**src/rtl/npf_pkg.sv**
```systemverilog
// Shared types, constants and the control program of the next-prime finder.
package npf_pkg;

  // Default width of the start value.
  localparam int DEFAULT_VALUE_WIDTH = 16;

  // Program counter width and control program steps.
  localparam int PC_WIDTH = 4;
  typedef logic [PC_WIDTH-1:0] pc_t;

  localparam pc_t STEP_IDLE      = 4'd0;
  localparam pc_t STEP_TEST      = 4'd1;
  localparam pc_t STEP_CHECK     = 4'd2;
  localparam pc_t STEP_REM_INIT  = 4'd3;
  localparam pc_t STEP_REM_LOOP  = 4'd4;
  localparam pc_t STEP_DIV_TEST  = 4'd5;
  localparam pc_t STEP_NEXT_DIV  = 4'd6;
  localparam pc_t STEP_NEXT_CAND = 4'd7;
  localparam pc_t STEP_OUT_WAIT  = 4'd8;
  localparam pc_t STEP_EMIT      = 4'd9;

  // Datapath operations selected by a control word.
  typedef logic [2:0] op_t;
  localparam op_t OP_NONE      = 3'd0;
  localparam op_t OP_LOAD      = 3'd1;
  localparam op_t OP_INIT_DIV  = 3'd2;
  localparam op_t OP_INIT_REM  = 3'd3;
  localparam op_t OP_REM_STEP  = 3'd4;
  localparam op_t OP_NEXT_DIV  = 3'd5;
  localparam op_t OP_NEXT_CAND = 3'd6;
  localparam op_t OP_EMIT      = 3'd7;

  // Jump conditions; when the condition holds the sequencer jumps to the target.
  typedef logic [2:0] cond_t;
  localparam cond_t COND_NEVER     = 3'd0;
  localparam cond_t COND_ALWAYS    = 3'd1;
  localparam cond_t COND_NO_INPUT  = 3'd2;
  localparam cond_t COND_BELOW_TWO = 3'd3;
  localparam cond_t COND_SQ_ABOVE  = 3'd4;
  localparam cond_t COND_BITS_LEFT = 3'd5;
  localparam cond_t COND_REM_ZERO  = 3'd6;
  localparam cond_t COND_OUT_BUSY  = 3'd7;

  typedef struct packed {
    op_t   op;
    cond_t cond;
    pc_t   target;
  } ctrl_word_t;

  // Control program: one word per step.
  function automatic ctrl_word_t program_rom(input pc_t pc);
    ctrl_word_t w;
    unique case (pc)
      STEP_IDLE:      w = '{OP_LOAD,      COND_NO_INPUT,  STEP_IDLE};
      STEP_TEST:      w = '{OP_INIT_DIV,  COND_BELOW_TWO, STEP_NEXT_CAND};
      STEP_CHECK:     w = '{OP_NONE,      COND_SQ_ABOVE,  STEP_OUT_WAIT};
      STEP_REM_INIT:  w = '{OP_INIT_REM,  COND_NEVER,     STEP_IDLE};
      STEP_REM_LOOP:  w = '{OP_REM_STEP,  COND_BITS_LEFT, STEP_REM_LOOP};
      STEP_DIV_TEST:  w = '{OP_NONE,      COND_REM_ZERO,  STEP_NEXT_CAND};
      STEP_NEXT_DIV:  w = '{OP_NEXT_DIV,  COND_ALWAYS,    STEP_CHECK};
      STEP_NEXT_CAND: w = '{OP_NEXT_CAND, COND_ALWAYS,    STEP_TEST};
      STEP_OUT_WAIT:  w = '{OP_NONE,      COND_OUT_BUSY,  STEP_OUT_WAIT};
      STEP_EMIT:      w = '{OP_EMIT,      COND_ALWAYS,    STEP_IDLE};
      default:        w = '{OP_NONE,      COND_ALWAYS,    STEP_IDLE};
    endcase
    return w;
  endfunction

endpackage

```
**src/rtl/next_prime_finder.sv**
```systemverilog
// Top level of the next-prime finder: microcoded sequencer and trial-division datapath.
//
// Each request carries a start value; the block returns the smallest prime strictly
// greater than it (2 for a start of 0 or 1). Candidates are tested by trial division
// with divisors d = 2, 3, ... while d*d does not exceed the candidate. Each divisor
// test runs the bit-serial remainder loop, which handles one candidate bit per cycle;
// the test of a candidate stops at the first divisor found, and a request runs through
// all candidates up to the result, with steps for loading and emitting around them.
// One request is worked on at a time; a finished result waits in the output register
// while the next request is taken in.
module next_prime_finder #(
  parameter int VALUE_WIDTH = npf_pkg::DEFAULT_VALUE_WIDTH
) (
  input  logic                   clk,
  input  logic                   rst,
  input  logic                   in_valid,
  output logic                   in_stall,
  input  logic [VALUE_WIDTH-1:0] start_value,
  output logic                   out_valid,
  input  logic                   out_stall,
  output logic [VALUE_WIDTH:0]   prime_found
);
  import npf_pkg::*;

  localparam int CW = VALUE_WIDTH + 1;
  localparam int BW = $clog2(CW);

  pc_t             pc;
  pc_t             pc_next;
  ctrl_word_t      cw;
  logic            jump;
  logic [CW-1:0]   cand;
  logic [CW-1:0]   divisor;
  logic [CW:0]     square;
  logic [CW-1:0]   rem;
  logic [BW-1:0]   bit_cnt;
  logic [CW:0]     rem_shift;
  logic [CW:0]     rem_diff;

  // Fetch the control word of the current step.
  assign cw = program_rom(pc);

  // Requests are taken only in the idle step.
  assign in_stall = (pc != STEP_IDLE);

  // Evaluate the jump condition of the current step.
  always_comb begin
    unique case (cw.cond)
      COND_NEVER:     jump = 1'b0;
      COND_ALWAYS:    jump = 1'b1;
      COND_NO_INPUT:  jump = !in_valid;
      COND_BELOW_TWO: jump = (cand < CW'(2));
      COND_SQ_ABOVE:  jump = (square > {1'b0, cand});
      COND_BITS_LEFT: jump = (bit_cnt != '0);
      COND_REM_ZERO:  jump = (rem == '0);
      COND_OUT_BUSY:  jump = out_valid && out_stall;
      default:        jump = 1'b1;
    endcase
  end

  assign pc_next = jump ? cw.target : pc + pc_t'(1);

  // Step counter.
  always_ff @(posedge clk) begin
    if (rst) begin
      pc <= STEP_IDLE;
    end else begin
      pc <= pc_next;
    end
  end

  // One restoring division step: bring in the next candidate bit, subtract if it fits.
  assign rem_shift = {rem, cand[bit_cnt]};
  assign rem_diff  = rem_shift - {1'b0, divisor};

  // Datapath registers driven by the control word.
  always_ff @(posedge clk) begin
    unique case (cw.op)
      OP_LOAD: begin
        cand <= {1'b0, start_value} + CW'(1);
      end
      OP_INIT_DIV: begin
        divisor <= CW'(2);
        square  <= (CW + 1)'(4);
      end
      OP_INIT_REM: begin
        rem     <= '0;
        bit_cnt <= BW'(CW - 1);
      end
      OP_REM_STEP: begin
        rem     <= (rem_shift >= {1'b0, divisor}) ? rem_diff[CW-1:0] : rem_shift[CW-1:0];
        bit_cnt <= bit_cnt - BW'(1);
      end
      OP_NEXT_DIV: begin
        divisor <= divisor + CW'(1);
        square  <= square + {divisor, 1'b0} + (CW + 1)'(1);
      end
      OP_NEXT_CAND: begin
        cand <= cand + CW'(1);
      end
      OP_EMIT: begin
        prime_found <= cand;
      end
      OP_NONE: begin
      end
      default: begin
      end
    endcase
  end

  // Output register: set on emit, cleared when the result is taken.
  always_ff @(posedge clk) begin
    if (rst) begin
      out_valid <= 1'b0;
    end else if (cw.op == OP_EMIT) begin
      out_valid <= 1'b1;
    end else if (!out_stall) begin
      out_valid <= 1'b0;
    end
  end

`ifndef NO_ASSERTIONS
  // An accepted request moves the sequencer into the candidate test.
  a_accept_starts: assert property (@(posedge clk) disable iff (rst)
    (in_valid && !in_stall) |=> (pc == STEP_TEST))
    else $error("accepted request did not start a search");

  // The remainder is always reduced below the divisor after the division loop.
  a_rem_reduced: assert property (@(posedge clk) disable iff (rst)
    (pc == STEP_DIV_TEST) |-> (rem < divisor))
    else $error("remainder not below divisor");

  // A result is never written over one that is still waiting.
  a_no_overwrite: assert property (@(posedge clk) disable iff (rst)
    (pc == STEP_EMIT) |-> !(out_valid && out_stall))
    else $error("result overwritten while stalled");

  // Every delivered result is at least two.
  a_result_min: assert property (@(posedge clk) disable iff (rst)
    out_valid |-> (prime_found >= CW'(2)))
    else $error("result below two");
`endif

endmodule
```
**config.mk**
```make
export PLATFORM = sky130hd
export DESIGN_NAME = next_prime_finder
export DESIGN_NICKNAME = d
export VERILOG_FILES = /design/src/rtl/npf_pkg.sv /design/src/rtl/next_prime_finder.sv
export SDC_FILE = /design/constraint.sdc
export NUM_CORES = 1
export LEC_CHECK = 0
export BUFFER_PORTS_ARGS = -buffer_cell sky130_fd_sc_hd__buf_2
export CORE_ASPECT_RATIO = 0.9
export CORE_MARGIN = 2
export CORE_UTILIZATION = 31
export DETAILED_ROUTE_END_ITERATION = 6
export PLACE_DENSITY = 0.44
export SLEW_MARGIN = 30
export SYNTH_ARGS = -nofsm -noshare
export SYNTH_HDL_FRONTEND = slang
export SYNTH_SLANG_ARGS = --single-unit
```
**constraint.sdc**
```tcl
create_clock -name clk -period 4.8 [get_ports clk]
set_clock_uncertainty 0.2 [all_clocks]
set_input_delay 0.72 -clock clk [delete_from_list [all_inputs] [get_ports clk]]
set_output_delay 0.72 -clock clk [all_outputs]
set_load 0.03 [all_outputs]
```
Word level (Yosys, flattened, before mapping)
Memory sizes are Yosys's and may differ from the RTL's. A register that Yosys moved wholly into a read port is not among the register bits.
Cells that the tools add are included.
W data, S select, Z words.
Cells by class
  add/sub/neg operators: 8
  $mul: 0
  div/mod/pow operators: 0
  order comparisons: 4
  equal/unequal tests: 15
  shift-type cells: 0
  mux-type cells: 13
  bitwise logic cells: 0
  reduce and logical (&&, ||, !) cells: 9
Operators with widths (count)
  $pmux W17 S2: 3
  $pmux W18 S2: 1
  $add A17 B1 Y17 const B: 2
  $eq A3 B3 Y1 const B: 8
  $add A18 B1 Y18 const B: 1
  $add A18 B18 Y18: 1
  $ge A18 B17 Y1: 1
  $gt A18 B17 Y1: 1
  $add A16 B1 Y17 const B: 1
  $logic_not A17 Y1: 1
  $lt A17 B2 Y1 const B: 1
  $mux W17: 1
  $sub A17 B17 Y17: 1
  $eq A3 B2 Y1 const B: 4
  $pmux W5 S2: 1
  $mux W4: 2
  $pmux W1 S8: 1
  $eq A3 B1 Y1 const B: 2
  $lt A5 B6 Y1 const B: 1
  $reduce_bool A2 Y1: 3
  $bmux W1 S5: 1
  $reduce_bool A5 Y1: 1
  $sub A5 B1 Y5 const B: 1
  $add A4 B1 Y4 const B: 1
  other kinds (6): 8
Storage, ports and cells
  register bits: 96
  bits in latches: 0
  RAM bits: 0
  bits in read-only memories: 160
  input port bits: 20
  memories: 1
Memory list
  (name not given): depth 16, width 10, rd ports 1, clocked after memory_dff 1, wr ports 0, RTL line npf_pkg.sv:53  | unique case (pc)

Longest topological paths before layout
Gate-level depths: netlist of the first run.
  depth in word-level cells: 5
  depth in mapped cells: 15
  mapped depth without buffers: 14

Worst setup path before layout of the first run
OpenSTA, ideal clock, no wires.
  path type: register to register
  from: register bit_cnt[0]
  to: register rem[10], data pin
  library setup time: 266 ps
  arrival: 3616 ps
  path slack: 718 ps
  stages on the path, launching flop included: 16
  path buffers: 2
  cell sequence: edfxtp_1 -> clkbuf_1 -> mux4_2 -> mux4_2 -> a21oi_1 -> ha_1 -> fa_1 -> nor2b_1 -> o31a_1 -> o311ai_1 -> a31oi_1 -> o21ai_1 -> clkbuf_1 -> nor2_1 -> a21oi_1 -> nor2_1
Between the ends
  longest elaborated chain between the ends: 5
  elaborated cells between the ends (all ways): 6
RTL lines
  start, declared: RTL line next_prime_finder.sv:36  | logic [BW-1:0] bit_cnt;
  start signal, assigned: RTL line next_prime_finder.sv:88  | bit_cnt <= BW'(CW - 1);
  start signal, assigned: RTL line next_prime_finder.sv:92  | bit_cnt <= bit_cnt - BW'(1);
  $bmux W1 S5 (*): RTL line next_prime_finder.sv:73  | assign rem_shift = {rem, cand[bit_cnt]};
  $mux W1 (not written as such) (*): RTL line next_prime_finder.sv:73
  $sub A17 B17 Y17 or $ge A18 B17 Y1 (tied branches): RTL line next_prime_finder.sv:74, next_prime_finder.sv:91
  $mux W17 (*): RTL line next_prime_finder.sv:91  | rem <= (rem_shift >= {1'b0, divisor}) ? rem_diff[CW-1:0] : rem_shift[CW-1:0];
  $pmux W17 S2 (*): RTL line next_prime_finder.sv:78  | unique case (cw.op)
  end signal, assigned: RTL line next_prime_finder.sv:91
  end, declared: RTL line next_prime_finder.sv:35  | logic [CW-1:0] rem;
Every way passes the cells marked *; elsewhere a longest branch is shown, timed or not. The select of a mux whose other input is x is not followed.
A chain may end at the register's enable or synchronous reset.

Worst setup path after layout of the first run
  from: register bit_cnt[0]
  to: register rem[4], data pin
Same word-level chain as after synthesis.

==> out/metrics.csv, run 1 <==
metric;value;unit
status;finished clean;
Hold Path Stages;0;
Critical Path RT;4.71;ns
most common cell after layout, fill and taps aside;nor2_1;
Die Span Y;147.3;um
sw frac;43.11;%
P per Cell Area;590.2;nW/um^2
dpl hpwl;14450;um
R2R cell count;14;
wirelength, routed;18390;um
RSZ-0062 raised after global routing;no;
DR DRC count;0;
Worst Hold Margin;0.2651;ns
CTS Hold Buffers Added;0;
ant diodes;0;
Ys Warns;0;
Netlist cell types;72;
Setup CP Type;reg -> reg;
net switching power;2.042;mW
Routed Antenna Nets;0;
area leader, netlist;edfxtp_1;
number of cell rows;52;
vias;5454;
flop2flop setup slack;0.33;ns
Slew HR;43.02;%
Worst-Margin Slew;0.8331;ns
Comb pwr share;49.6;%
Max-Cap Viols;0;
final setup vio count;0;
crit path launch type;flip-flop;
synthesis-to-layout area growth;13.45;%
fmax;223.8;MHz
vias in the first global route;5272;
first-pass GRT wire length;29470;um
Async SR Flop Fraction;0;%
H-tree depth;3;
Starting Density;31.53;%
CP max-delay cell;mux4_2;
sequential cell area fraction in the yosys report;42.86;%
crit path buf inv count;1;
Min Clock Period, post-route;4.468;ns
WP depth;14;
EDFF count, synth;91;
Final period util;93.08;%
critical path, cell by cell;mux4_2, mux4_2, a21oi_1, ha_1, fa_1, nor2b_1, o31a_1, o311ai_2, a31oi_1, o21ai_2, buf_4, a211oi_1, a21oi_1, nor2_1;
root cell of the clock tree;clkbuf_16;
Total GRT Usage;15.88;%
Flop pwr share;34.0;%
port buffer count;38;
Num CTS Buffers;9;
Yosys reg bits;106;
WHS Endpoint;prime_found[16];
TritonCTS clock tree;yes;
internal power;2.696;mW
Remaining Overflow, GRT;0;
Max Root-Sink Buffers;2;
router iterations before antenna repair;5;
initial antenna violation count;0;
Synth Flop Type;edfxtp_1;
Sink Count;106;
Fillers;2294;
HP Start;cand[16];
WL per Instance;17.37;um
peak fanout along the critical path;25;
GP Congestion;0.8533;
Critical Path End Type;flip-flop;
Area after DPL;7707;um^2
Final Power;4.738;mW
Finished Cell Area;8029;um^2
Die ar.;24050;um^2
Hold Crit Class;reg -> reg;
top cell type's share of synthesized area;38.61;%
layout net count;840;
Post-Syn Instances;711;
worst r2r dst;rem[4];
Max rail drop VDD;227.3;uV
Top delay family on crit path;compound AO/OA/AOI/OAI gates;
syn avg cell area;9.953;um^2
clk_lat worst skew;0.37;ns
Die X;163.3;um
clock slew at reported path FFs;0.09;ns
Net Count, Synth;794;
highest-count cells in the layout ignoring fill and taps;96 x nor2_1, 91 x edfxtp_1, 61 x ha_1;
Sum Neg Setup Slack;0;ns
largest cells by area after synthesis;edfxtp_1 39%, ha_1 11%, nor2_1 5.1%, dfxtp_1 4.2%, xnor2_1 4.1%;
Clk pwr share;16.3;%
detailed router's first-iteration violation count;350;
layout cells sized above 1;13.25;%
largest net degree at the start of global routing;34;
Worst R2R Start;bit_cnt[0];
Data arrival, critical path;4.37;ns
drt via density;5.150;
Core ar.;22450;um^2
Slew Limit Fails;0;
post-synthesis instance area;7077;um^2
total I/O pin count;39;
slowest stage delay, CP;0.55;ns
P_leak;3.133;nW
Fin. Hold Viols;0;
-- flip-flops by register name, indices dropped and copies added (netlist names) --
register,flops
bit_cnt,5
cand,17
cw,10
divisor,17
out_valid,1
pc,4
prime_found,17
rem,17
square,18
-- cells by family (layout without fill, tap and decap cells) --
logic type,count (synthesis),count (layout),synth area share (%)
XOR/XNOR,51,51,6.312
AND/OR/NAND/NOR,246,246,17.47
multiplexers,20,20,3.907
flip-flops,106,106,42.86
adder cells (fa/ha/maj),63,63,11.35
buffers and inverters,75,126,4.173
AO/OA/AOI/OAI,150,150,13.93
-- how the worst max path moves through the flow --
stage	startpoint	endpoint	slack, ns
6_report	bit_cnt[0]	rem[4]	0.33
5_1_grt	bit_cnt[0]	rem[6]	0.04
4_1_cts	bit_cnt[0]	rem[4]	0.20
3_5_place_dp	bit_cnt[0]	rem[4]	0.23
3_3_place_gp	bit_cnt[0]	rem[4]	0.31
2_1_floorplan	bit_cnt[0]	rem[10]	0.72
-- cell usage after synthesis, drive strengths merged, types with 4 or more instances --
cell / number
xnor2: 33
nor2: 96
nand3: 26
o31ai: 9
and3: 5
nor3: 15
or3: 9
a211o: 4
edfxtp: 91
ha: 61
o21a: 6
dfxtp: 15
o21ai: 31
a21o: 8
mux4: 5
clkbuf: 11
buf: 6
a31oi: 5
a211oi: 12
a21oi: 51
nand2: 37
nand4: 10
xor2: 18
inv: 58
nor4: 9
mux2i: 14
nor4b: 4
nor2b: 9
nand2b: 10
-- metrics by stage --
| stage | instances | setup slack, ns | util, % |
|---|---|---|---|
| after CTS | 1058 | 0.1962 | 35.67 |
| after global routing | 1059 | 0.03560 | 35.77 |
| after global placement | 1040 | 0.3117 | 34.15 |
| final | 1059 | 0.3324 | 35.77 |
| after floorplan | 711 | 0.7179 | - |
| after detailed placement | 1042 | 0.2319 | 34.34 |
-- power groups by stage --
stage	registers (mW)	logic, mW	clock network [mW]
floorplan	1.56	1.75	0
global placement	1.63	2.28	0
detailed placement	1.64	2.34	0
CTS	1.61	2.36	0.804
global route	1.65	2.65	0.839
finish	1.61	2.35	0.775
-- timing repair --
| item | 4_1_cts | 5_1_grt |
|---|---|---|
| resized for setup | 0 | 1 |
| endpoints found under the setup margin | 0 | 13 |
| setup buffers | 0 | 1 |
-- routing by layer --
layer	track usage, %	vias up	routed length, um
li1	-	2691	-
met1	24.07	2657	9444
met2	23.08	90	7950
met3	2.993	16	749
met4	4.027	0	249
met5	0	-	0
-- area by class of cell --
cell class	instances	area [um^2]	share of cell area (%)
Timing Repair Buffer	52	322.8	4.021
Sequential cell	106	3033	37.77
Inverter	58	220.2	2.743
Multi-Input combinational cell	530	3781	47.09
Clock inverter	7	75.07	0.9350
Tap cell	297	371.6	4.628
Clock buffer	9	225.2	2.805
Power figures use the tool's default switching activity.
==> run 2: changes to the inputs <==
--- a/config.mk
+++ b/config.mk
@@ -8,9 +8,9 @@
 export BUFFER_PORTS_ARGS = -buffer_cell sky130_fd_sc_hd__buf_2
 export CORE_ASPECT_RATIO = 0.9
 export CORE_MARGIN = 2
-export CORE_UTILIZATION = 31
+export CORE_UTILIZATION = 50
 export DETAILED_ROUTE_END_ITERATION = 6
-export PLACE_DENSITY = 0.44
+export PLACE_DENSITY = 0.65
 export SLEW_MARGIN = 30
 export SYNTH_ARGS = -nofsm -noshare
 export SYNTH_HDL_FRONTEND = slang
==> run 2 against run 1 <==
Net effect: register-to-register slack better by 0.02 ns; count of clock-buffer cells in the layout is 3 higher; non-clock buffer count down 9; hold slack better by 0.0021 ns; maximum frequency up 0.56%; first-iteration DRC count up 30%; via count fell by 0.59%; flip-flop and latch count unchanged; power fell by 1.9%; core utilization up 20 points; sequential power barely moved; global-route usage grew 8.2 points.
==> out/metrics.csv, run 2 (synthesis gave the netlist of run 1 again) <==
metric;value;unit
largest net degree at the start of global routing;38;
most frequent CP cell;mux4_2;
Worst R2R Start;bit_cnt[0];
ant diodes;0;
highest-count cells in the layout ignoring fill and taps;96 x nor2_1, 91 x edfxtp_1, 61 x ha_1;
WL per Instance;18.23;um
RSZ-0062 raised after global routing;no;
Num CTS Buffers;9;
GP Congestion;0.9241;
Critical Path End Type;flip-flop;
P per Cell Area;595.5;nW/um^2
Routed Antenna Nets;0;
critical path, cell by cell;mux4_2, mux4_2, a21oi_1, ha_1, fa_1, nor2b_1, o31a_1, o311ai_1, a31oi_1, o21ai_2, buf_4, mux2_1, nor2_1;
Min Clock Period, post-route;4.443;ns
slowest stage delay, CP;0.55;ns
dpl hpwl;13090;um
Data arrival, critical path;4.47;ns
total I/O pin count;39;
Slew HR;45.03;%
Worst Hold Margin;0.2673;ns
Critical path origin;bit_cnt[0];
port buffer count;38;
Critical Path RT;4.83;ns
Die X;129.4;um
Die Span Y;116.9;um
Slew Limit Fails;0;
vias;5422;
HP Start;cand[16];
detailed router's first-iteration violation count;456;
Worst-Margin Slew;0.8038;ns
DR DRC count;0;
most common cell after layout, fill and taps aside;nor2_1;
root cell of the clock tree;clkbuf_16;
Reg with most FFs;square;
layout net count;831;
Sink Count;106;
CP max-delay cell;mux4_2;
Hold Crit Class;reg -> reg;
status;finished clean;
initial antenna violation count;0;
Max Root-Sink Buffers;2;
wirelength, routed;17240;um
number of setup buffers added after CTS;0;
router iterations before antenna repair;5;
Sum Neg Setup Slack;0;ns
Max-Cap Viols;0;
post-CTS sizing;0;
synthesis-to-layout area growth;10.29;%
clock slew at reported path FFs;0.07;ns
Starting Density;50.90;%
first-pass GRT wire length;27790;um
peak fanout along the critical path;31;
CTS Hold Buffers Added;0;
drt via density;5.732;
Max rail drop VDD;353.3;uV
Core ar.;13900;um^2
Fin. Hold Viols;0;
fmax;225.1;MHz
layout cells sized above 1;11.95;%
max reg flops;18;
number of cell rows;41;
Total GRT Usage;24.12;%
vias in the first global route;5244;
P_leak;3.095;nW
TritonCTS clock tree;yes;
crit path launch type;flip-flop;
final setup vio count;0;
Setup CP Type;reg -> reg;
H-tree depth;3;
clk_lat worst skew;0.36;ns
Final period util;92.56;%
Die ar.;15120;um^2
Remaining Overflow, GRT;0;
run 2: cell types whose count changed in the layout (fill, tap and decap cells not counted), moves of 2 or more:
cell       change
buf_4          -7
inv_8          -4
clkbuf_16      +2
clkinv_2       +2
run 2: power breakdown:
group / switching (mW) / internal, mW
registers: 0.268 / 1.36
clock network: 0.353 / 0.427
logic: 1.33 / 0.904
run 2: path summary, 6_finish.rpt:
path / to / slack, ns / depth (start not counted)
worst max-delay path: rem[0] / 0.36 / 13
worst min-delay path: prime_found[16] / 0.27 / 0
worst max register to register: rem[0] / 0.36 / 13
worst min register to register: prime_found[16] / 0.27 / 0
run 2: critical path: cells and delay by family (launching register included):
kind,cells,cell delay [ns]
buffers and inverters,1,0.30
multiplexers,3,1.41
flip-flops,1,0.53
AO/OA/AOI/OAI,5,1.30
AND/OR/NAND/NOR,2,0.15
adder cells (fa/ha/maj),2,0.42
run 2: cell type report:
cell class,instances,area [um^2]
well taps,193,241.5
multi-input cells,530,3774
fillers,1227,6097
clock buffers,12,289.0
repair buffers,43,227.7
inverters,58,220.2
flip-flops and latches,106,3033
clock inverters,4,20.02
run 2: layer usage:
layer / GRT usage, % / up-vias / routed length, um
met1: 34.94 / 2606 / 8348
met2: 36.46 / 125 / 7694
met4: 7.391 / 0 / 324
li1: - / 2670 / -
met3: 5.136 / 21 / 875
met5: 0 / - / 0
run 2: stage by stage:
step	instances	util [%]	cell area (um^2)	setup WS, ns	power (mW)
finish	946	56.14	7805	0.3573	4.648
global route	946	56.14	7805	0.08423	5.004
CTS	946	56.10	7799	0.3400	4.646
detailed placement	930	53.87	7490	0.3492	3.854
global placement	930	53.82	7482	0.4615	3.774
floorplan	711	-	7077	0.7179	3.314
==> run 3: changes to the inputs <==
--- a/config.mk
+++ b/config.mk
@@ -5,6 +5,7 @@
 export SDC_FILE = /design/constraint.sdc
 export NUM_CORES = 1
 export LEC_CHECK = 0
+export ABC_AREA = 1
 export BUFFER_PORTS_ARGS = -buffer_cell sky130_fd_sc_hd__buf_2
 export CORE_ASPECT_RATIO = 0.9
 export CORE_MARGIN = 2
==> run 3 against run 2 <==
Net effect: synthesized cell count increased by 22%; maximum frequency increased by 19%; via count is 6.5% higher; critical path type unchanged; highest routed layer unchanged.
==> out/metrics.csv, run 3 <==
metric;value;unit
status;finished clean;
number of setup buffers added after CTS;0;
router iterations before antenna repair;4;
sequential cell area fraction in the yosys report;42.13;%
vias;5775;
DR DRC count;0;
syn avg cell area;8.293;um^2
GP Congestion;0.9289;
detailed router's first-iteration violation count;379;
Sum Neg Setup Slack;0;ns
root cell of the clock tree;clkbuf_16;
Remaining Overflow, GRT;0;
Area after DPL;7624;um^2
top cell type's share of synthesized area;37.96;%
P per Cell Area;583.5;nW/um^2
Die ar.;15370;um^2
Post-Syn Instances;868;
Synth top cells by count;148 x nand2_1, 113 x inv_1, 102 x a21oi_1, 91 x edfxtp_1, 89 x nor2_1;
wirelength, routed;16050;um
drt via density;5.203;
largest cells by area after synthesis;edfxtp_1 38%, ha_1 11%, nand2_1 7.7%, a21oi_1 7.1%, inv_1 5.9%;
GRT busiest layer;met1;
ant diodes;0;
Data arrival, critical path;3.65;ns
Max rail drop VDD;325.0;uV
Synth Flop Type;edfxtp_1;
synthesis-to-layout area growth;9.578;%
Reg with most FFs;square;
Multi-input gate area;3682;um^2
most common cell after layout, fill and taps aside;nand2_1;
Max Root-Sink Buffers;2;
TritonCTS clock tree;yes;
Final period util;77.85;%
met1 usage;33.76;%
highest-count cells in the layout ignoring fill and taps;148 x nand2_1, 113 x inv_1, 102 x a21oi_1;
Ys Warns;0;
clock slew at reported path FFs;0.07;ns
Critical Path RT;4.71;ns
most frequent cell after synthesis;nand2_1;
Net Count, Synth;951;
clk_lat worst skew;0.36;ns
max reg flops;18;
area leader, netlist;edfxtp_1;
Die X;130.5;um
fmax;267.6;MHz
Critical path origin;bit_cnt[0];
Core ar.;14060;um^2
Max-Cap Viols;0;
Hold Crit Class;reg -> reg;
total I/O pin count;39;
peak fanout along the critical path;20;
crit path launch type;flip-flop;
number of cell rows;41;
HP Start;cand[13];
Total GRT Usage;22.01;%
Post-Layout Cell Count;1110;
Cells after DPL;1094;
met2 usage;32.20;%
CTS Hold Buffers Added;0;
Setup CP Type;reg -> reg;
RSZ-0062 raised after global routing;no;
EDFF count, synth;91;
largest net degree at the start of global routing;36;
Fillers;1395;
layout net count;995;
Netlist cell types;42;
Worst R2R Start;bit_cnt[0];
layout cells sized above 1;8.506;%
Finished Cell Area;7888;um^2
Min Clock Period, post-route;3.737;ns
M3 GR Usage;3.318;%
Final Power;4.603;mW
final setup vio count;0;
Worst-Margin Slew;0.7540;ns
vias in the first global route;5316;
Slew HR;49.61;%
dpl hpwl;12400;um
P_leak;3.408;nW
H-tree depth;3;
Async SR Flop Fraction;0;%
Routed Antenna Nets;0;
Sink Count;106;
post-synthesis instance area;7198;um^2
Starting Density;51.21;%
first-pass GRT wire length;26620;um
register area;3033;um^2
Slew Limit Fails;0;
post-CTS sizing;0;
port buffer count;38;
Critical Path End Type;flip-flop;
Fin. Hold Viols;0;
Die Span Y;117.8;um
Num CTS Buffers;9;
Yosys reg bits;106;
initial antenna violation count;0;
WL per Instance;14.46;um
run 3: changes by cell type in the layout (fill, tap and decap cells not counted), moves of 7 or more:
cell,previous run,this run
inv_1,56,113
xnor2_1,33,10
mux2i_1,13,0
a211oi_1,10,0
nor2_1,96,89
a21oi_1,51,102
nand2_1,35,148
nand3_1,26,53
nor2b_1,9,0
nand2b_1,10,0
or3_1,9,0
o21ai_0,23,63
run 3: critical path, cell delays in order, from the launching register on:
cell      delay (ns)
edfxtp_1        0.51
clkinv_1        0.29
a21oi_1         0.17
o21ai_0         0.09
o21ai_0         0.09
a22oi_1         0.08
nand3_1         0.08
and2_1          0.19
inv_1           0.06
ha_1            0.20
fa_1            0.42
inv_1           0.10
nand4_1         0.08
nand4_1         0.41
buf_4           0.32
a21oi_1         0.09
o21a_1          0.11
run 3: layer usage:
| metal | routed length (um) | up-vias |
|---|---|---|
| met1 | 8418 | 2589 |
| met3 | 609 | 21 |
| met4 | 239 | 0 |
| met2 | 6780 | 98 |
| li1 | - | 3067 |
| met5 | 0 | - |
run 3: worst paths after layout:
check                         end  slack [ns]  depth (start not counted)
setup / recovery           rem[0]        1.06                         16
hold reg to reg   prime_found[13]        0.25                          0
setup reg to reg           rem[0]        1.06                         16
hold / removal    prime_found[13]        0.25                          0
run 3: logic make-up after synthesis:
kind of cell	Yosys count	share of synthesized area (%)
flip-flops	106	42.13
AO/OA/AOI/OAI	199	15.02
adder cells (fa/ha/maj)	63	11.16
XOR/XNOR	34	4.137
buffers and inverters	126	6.831
AND/OR/NAND/NOR	340	20.72
run 3: report_power, final:
group          switching [mW]  internal [mW]
sequential              0.266           1.39
clock                   0.338          0.350
combinational            1.50          0.760
total                    2.10           2.50
run 3: area by class of cell:
class | instances | share of cell area (%)
Tap cell | 193 | 3.062
Clock inverter | 5 | 0.3966
Inverter | 115 | 5.473
Multi-Input combinational cell | 636 | 46.68
Timing Repair Buffer | 44 | 2.982
Clock buffer | 11 | 2.951
Sequential cell | 106 | 38.45
run 3: per-stage QoR:
stage | hold slack, ns | util (%) | worst slack [ns]
after floorplan | 0.2264 | - | 1.693
after global placement | 0.2313 | 54.24 | 1.188
after detailed placement | 0.2357 | 54.24 | 1.084
after CTS | 0.2519 | 56.12 | 1.076
after global routing | 0.2606 | 56.12 | 0.6646
final | 0.2530 | 56.12 | 1.063
